$ cat config.mk
export PLATFORM = sky130hd
export DESIGN_NAME = svp_fifo
export DESIGN_NICKNAME = d
export VERILOG_FILES = /design/src/rtl/core/svp_pkg.sv /design/src/rtl/core/svp_fifo.sv
export SDC_FILE = /design/constraint.sdc
export NUM_CORES = 1
export LEC_CHECK = 0
export BUFFER_PORTS_ARGS = -buffer_cell sky130_fd_sc_hd__buf_2
export CAP_MARGIN = 15
export CORE_MARGIN = 8
export CORE_UTILIZATION = 49
export CTS_BUF_LIST = sky130_fd_sc_hd__clkbuf_8
export CTS_CLUSTER_DIAMETER = 30
export DETAILED_ROUTE_END_ITERATION = 16
export GPL_ROUTABILITY_DRIVEN = 0
export PLACE_DENSITY_LB_ADDON = 0.1
export SKIP_CTS_REPAIR_TIMING = 1
export SYNTH_ARGS = -nofsm -noshare
export SYNTH_HDL_FRONTEND = slang
export SYNTH_SLANG_ARGS = --single-unit
$ cat constraint.sdc
create_clock -name i_clk -period 2.2 [get_ports i_clk]
set_input_delay 0.11 -clock i_clk [delete_from_list [all_inputs] [get_ports i_clk]]
set_output_delay 0.11 -clock i_clk [all_outputs]
set_load 0.01 [all_outputs]
$ cat src/rtl/core/svp_pkg.sv
// ----------------------------------------------------------------------------
// svp_pkg
// Shared types and constants of the streaming vertex partitioner.
// ----------------------------------------------------------------------------
`default_nettype none
package svp_pkg;
    localparam int VID_W      = 16;
    localparam int MAP_DEPTH  = 65536;
    localparam int MAX_PARTS  = 16;
    localparam int PART_W     = 4;
    localparam int MAP_W      = 5;
    localparam int CNT_W      = 17;
    localparam int NP_W       = 5;
    localparam int ALPHA_W    = 20;
    localparam int COST_W     = 26;
    localparam int SQ_IN_W    = 18;
    localparam int ROOT_W     = 25;
    localparam int F_W        = SQ_IN_W + ROOT_W;
    localparam int PROD_W     = ALPHA_W + COST_W;
    localparam int PEN_W      = PROD_W - 16;
    localparam int SCORE_W    = CNT_W + 18;
    localparam int CLR_W      = VID_W + 1;

    localparam logic [CNT_W-1:0]  CNT_MAX    = '1;
    localparam logic [COST_W-1:0] COST_RESET = COST_W'(65536);
    localparam logic [MAP_W-1:0]  UNASSIGNED = MAP_W'(MAX_PARTS);
    localparam logic [NP_W-1:0]   PARTS_MAX  = NP_W'(MAX_PARTS);

    localparam logic CFG_NUM_PARTS = 1'b0;
    localparam logic CFG_ALPHA     = 1'b1;

    typedef struct packed {
        logic [VID_W-1:0] vertex_id;
        logic [VID_W-1:0] neighbor_id;
        logic             has_neighbor;
        logic             last;
    } t_in_item;

    typedef struct packed {
        logic [VID_W-1:0]  placed_vertex;
        logic [PART_W-1:0] chosen_part;
        logic [VID_W-1:0]  shared_neighbors;
        logic              seeded;
    } t_out_item;

    typedef struct packed {
        logic [NP_W-1:0]    part_count;
        logic [ALPHA_W-1:0] alpha_weight;
    } t_cfg;

    typedef enum logic [3:0] {
        ST_CLEAR, ST_IDLE, ST_LOOK, ST_HIT, ST_DECIDE, ST_MUL, ST_CMP,
        ST_PLACE, ST_SQ1, ST_W1, ST_SQ0, ST_W0, ST_COST, ST_EMIT
    } t_state;
endpackage
`default_nettype wire

$ cat src/rtl/core/svp_fifo.sv
// ----------------------------------------------------------------------------
// svp_fifo
// Two-entry queue between the input port and the placement engine.
// ----------------------------------------------------------------------------
`default_nettype none
module svp_fifo (
    input  wire logic              i_clk,
    input  wire logic              i_rst_n,
    input  wire logic              i_valid,
    output logic                   o_ready,
    input  wire svp_pkg::t_in_item i_item,
    output logic                   o_valid,
    input  wire logic              i_pop,
    output svp_pkg::t_in_item      o_item
);
    svp_pkg::t_in_item r_mem [2];
    logic       r_wp, r_rp;
    logic [1:0] r_cnt;
    logic       w_push, w_pop;

    assign o_ready = (r_cnt != 2'd2);
    assign o_valid = (r_cnt != 2'd0);
    assign o_item  = r_mem[r_rp];
    assign w_push  = i_valid && o_ready;
    assign w_pop   = i_pop && o_valid;

    always_ff @(posedge i_clk) begin
        if (!i_rst_n) begin
            r_wp  <= 1'b0;
            r_rp  <= 1'b0;
            r_cnt <= 2'd0;
        end else begin
            if (w_push) r_wp <= ~r_wp;
            if (w_pop)  r_rp <= ~r_rp;
            r_cnt <= r_cnt + 2'(w_push) - 2'(w_pop);
        end
    end

    always_ff @(posedge i_clk) begin
        if (w_push) r_mem[r_wp] <= i_item;
    end
endmodule
`default_nettype wire

# After elaboration in Yosys (flattened, before gate mapping)

Memories as Yosys holds them, arrays and structs flattened. A register that Yosys moved wholly into a read port is not among the register bits.
Index checks and enable logic that the tools add are counted.

Bits in registers: 4
Bits in latches: 0
Bits in writable memories: 68
ROM bits: 0
Input bits: 38
Output and inout port bits: 36
Word-level logic and storage cells: 16
Memories kept: 1

Memories:

| memory | depth | width | read ports | clocked after Yosys merged registers in | write ports | RTL line       | source |
|---|---|---|---|---|---|---|---|
| r_mem  | 2     | 34    | 1          | 1                                       | 1           | svp_fifo.sv:16 | `svp_pkg::t_in_item r_mem [2];` |

Add/sub/neg operators: 2
$mul: 0
Divide/modulo/power cells: 0
$lt $le $gt $ge: 0
Equality and inequality tests: 1
Shifts and indexed selects: 0
Muxes and demuxes: 4
Bitwise logic cells: 2
Reductions and logical operators: 3

Operator list:

| operator                                      | number |
|---|---|
| 2-to-1 mux 1 bit                              | 4 |
| adder 2 x 1 -> 2 bit                          | 1 |
| logical AND 1 bit                             | 2 |
| inequality test 2 bit (second input constant) | 1 |
| inverter 1 bit                                | 2 |
| nonzero test 2 bit                            | 1 |
| subtractor 2 x 1 -> 2 bit                     | 1 |

# Logic depth before layout (Yosys ltp)

Word-level depth: 4
Mapped depth: 8
Gate-level depth less buffers: 8

# Least setup slack after synthesis

Ideal clock, no wire load.

Path kind: register -> register
Start: reg r_cnt[0]
End: mem r_mem[0][0] in the netlist's numbering (enable)
Setup time: 425 ps
Arrival: 2094 ps
Required time: 1775 ps
Slack: -319 ps
Cell stages (with the launch flop): 4
Buffers on the path: 0
Clock period less this slack: 2519 ps
Path through: dfxtp_1 -> nand2b_1 -> nand2_1 -> nor2_1

Longest elaborated chain between the ends: 4

Ends and longest elaborated chain:

| what                                   | RTL line       | source |
|---|---|---|
| start, declared                        | svp_fifo.sv:18 | `logic [1:0] r_cnt;` |
| start signal, assigned                 | svp_fifo.sv:35 | `r_cnt <= r_cnt + 2'(w_push) - 2'(w_pop);` |
| inequality test 2 bit                  | svp_fifo.sv:21 | `assign o_ready = (r_cnt != 2'd2);` |
| net o_ready                            | svp_fifo.sv:10 | `output logic o_ready,` |
| logical AND 1 bit                      | svp_fifo.sv:24 | `assign w_push = i_valid && o_ready;` |
| 2-to-1 mux 1 bit                       | svp_fifo.sv:40 | `if (w_push) r_mem[r_wp] <= i_item;` |
| 2-to-1 mux 1 bit (not written as such) | svp_fifo.sv:40 |  |
| end, declared                          | svp_fifo.sv:16 |  |

The timed path passes the listed nets, and every way through them passes these cells.

# Final worst setup path

Start: reg r_cnt[0]
End: reg r_cnt[1]

Longest elaborated chain between the ends: 4
Elaborated cells on any way between the ends: 6
Those cells by class: add/sub (2); eq/ne (1); reduce/logical (3)

Ends and longest elaborated chain:

| what                        | RTL line |
|---|---|
| inequality test 2 bit       | svp_fifo.sv:21 |
| logical AND 1 bit           | svp_fifo.sv:24 |
| adder 2 x 1 -> 2 bit        | svp_fifo.sv:35 |
| subtractor 2 x 1 -> 2 bit * | svp_fifo.sv:35 |

Every way passes the cells marked *; elsewhere a longest branch is shown, timed or not.
A chain may end at the register's enable or synchronous reset.

==> flow_summary.ini <==
[floorplan]
core-area_sq_um = 5570
start_util = 0.510
die_y_um = 92.2
ios = 74
die_x_um = 92.2
dieArea_sq_um = 8500
rows = 27

[sta]
tightest_slew_ns = 0.481
hold_violations = 0
fmax_ghz = 0.572
finalCriticalPeriod_ns = 1.75
relSlewSlack = 0.679
rsz0062_at_grt = false
drv_slew = 0
setup_viol = 0
fin_crit_sh = 0.794
finClkSkew_ns = 0.00736
setup_tns_ns = 0

[run]
drv_cap = 0

[yosys]
post-synth-top-area-cell = edfxtp_1
ys_seq_area_frac = 0.753
yosysWarnings = 0
yosys-top-cells-area = edfxtp_1, mux2_4, dfxtp_1
synthesis.nets = 170
synthCells = 130
synth_cell_types = 18
synth-seq-cells = 73
syn_area_per_cell_sq_um = 21.9
syn_area_sq_um = 2840
synth_top_area_frac = 0.718

[route]
routedWlPerCell_um = 16.2
drt_first_pass_iters = 4
drcViolationCount = 0
via_per_inst = 4.69
num_vias = 1516
wirelength_um = 5230
ant_nets = 0
initialDrtViolationCount = 68

[global_routing]
use_met2 = 0.208
globalRoute.busiestLayer = met2
overflow = 0
grt_pass1_wl_um = 7940
antenna_found_initial = 0
grt_pass1_vias = 1590
use_met3 = 0.0399
track_usage = 0.122
grt_max_degree = 35
grt.met1_usage = 0.134

[pwr]
power_density_nw_per_um2 = 990
leakage_nw = 1.51
finalPower_mw = 3.73
ir_worst_vdd_mv = 0.621

[setup_path]
cp.arrival_ns = 1.96
cp.buffers_inverters = 1
crit_slowest_cell = dfxtp_1
crit_cells = 8
startpoint = r_cnt[0]
crit_end = r_cnt[1]
max_stage_delay_ns = 0.37
startpoint_type = flop
critPathKind = flop to flop
r2r_end = r_cnt[1]
worst_r2r_path_depth = 8
cp.required_ns = 2.41
r2r_start = r_cnt[0]
path_max_fanout = 4
crit_family = adder cells
setup.worst_path.end_class = flop
crit_chain = nand2b_1 > nand2_1 > ha_1 > inv_1 > ha_1 > xnor2_1 > xnor2_1 > and2_1
rrSetupSlack_ns = 0.45

[cts]
clockRootBuffer = clkbuf_8
cts_sinks = 73
cts_buffer_depth = 2
clkSlewWorstSetupHoldPaths_ns = 0.07
cts_tree = yes
cts_buffers = 9
clock_latency_ns = 0.32
htree_num_levels = 3

[layout]
num_antenna_cells = 0
drive_above_1_share = 0.498
syn2layout_area_growth_pct = 32.3
nNetsFinal = 288
fillerInstances = 396

[worst_hold_path]
hp-class = input pin to flop

[place]
io_buffer_count = 73
hpwl_um = 3580

[status]
outcome = finished clean
==> power breakdown <==
group / leakage [nW] / internal (mW) / switching [mW] / total (mW)
combinational: 0.749 / 0.601 / 0.501 / 1.10
clock: 0.0838 / 0.377 / 0.406 / 0.783
sequential: 0.677 / 1.75 / 0.0905 / 1.84
==> how the worst min path moves through the flow <==
| stage | startpoint | end | slack (ns) | depth (start not counted) |
|---|---|---|---|---|
| 3_5_place_dp | i_item[7] | r_mem[0][7] | 0.30 | 1 |
| 5_1_grt | i_rst_n | r_cnt[0] | 0.06 | 2 |
| 3_3_place_gp | i_item[2] | r_mem[0][2] | 0.30 | 1 |
| 2_1_floorplan | i_item[0] | r_mem[0][0] | 0.21 | 0 |
| 6_report | i_rst_n | r_cnt[0] | 0.08 | 2 |
| 4_1_cts | i_item[7] | r_mem[0][7] | -0.04 | 1 |
==> placed cells by master (no fill, tap or decap), drive strengths merged <==
master / instances
nand2b: 2
edfxtp: 68
xnor2: 3
nor2b: 2
dfxtp: 5
buf: 77
or2: 1
and2: 2
o21a: 1
inv: 4
ha: 2
dlygate4sd3: 34
clkbuf: 9
mux2: 34
mux2i: 1
clkinv: 2
nand2: 2
nor2: 1
and3: 1
==> through the flow <==
step / cell area (sq um) / std cells / hold slack [ns] / util / worst slack, ns
final: 3760 / 323 / 0.0781 / 0.675 / 0.453
after global routing: 3760 / 323 / 0.0566 / 0.675 / 0.354
after CTS: 3420 / 289 / -0.0377 / 0.614 / 0.416
after detailed placement: 3280 / 275 / 0.302 / 0.589 / 0.469
after global placement: 3280 / 275 / 0.300 / 0.589 / 0.600
after floorplan: 2850 / 130 / 0.209 / - / 0.240
==> cell type report <==
type,count,area [sq um],share of cell area
inverter,1,3.75,0.000997
tap,72,90.1,0.0239
timing repair buffer,111,748,0.199
clock buffer,9,124,0.0329
multi-input combinational,52,636,0.169
clock inverter,5,18.8,0.00499
sequential,73,2140,0.569
==> worst register-to-register path, delay by kind of cell, from the launching register on <==
family | cells | cell delay (ns)
buf+inv | 1 | 0.04
xor+xnor | 2 | 0.25
flops | 1 | 0.37
fa+ha+maj | 2 | 0.50
simple gates | 3 | 0.47
==> logic make-up (layout without fill, tap and decap cells) <==
logic type | after synthesis | in the layout | synth area share
simple gates | 11 | 11 | 0.0216
mux | 35 | 35 | 0.178
xor+xnor | 3 | 3 | 0.00924
compound gates | 1 | 1 | 0.00308
fa+ha+maj | 2 | 2 | 0.00880
buf+inv | 5 | 126 | 0.0264
flops | 73 | 73 | 0.753
==> state kept, by name, summed over array words and instances, names as in the netlist, named ones only <==
name / count
r_rp: 1
r_cnt: 2
r_mem: 68
r_wp: 1
==> Yosys cell counts (all sizes together) <==
library cell  count
mux2             34
nor2              1
xnor2             3
ha                2
or2               1
and2              2
and3              1
nor2b             2
dfxtp             5
edfxtp           68
nand2b            2
nand2             2
mux2i             1
buf               4
o21a              1
inv               1
==> routing by layer <==
metal	part of all wire	up-vias	wire length (um)
li1	-	736	-
met1	0.42	727	2170
met2	0.52	47	2710
met3	0.054	6	284
met4	0.013	0	69
met5	0	-	0
Power figures use the tool's default switching activity.
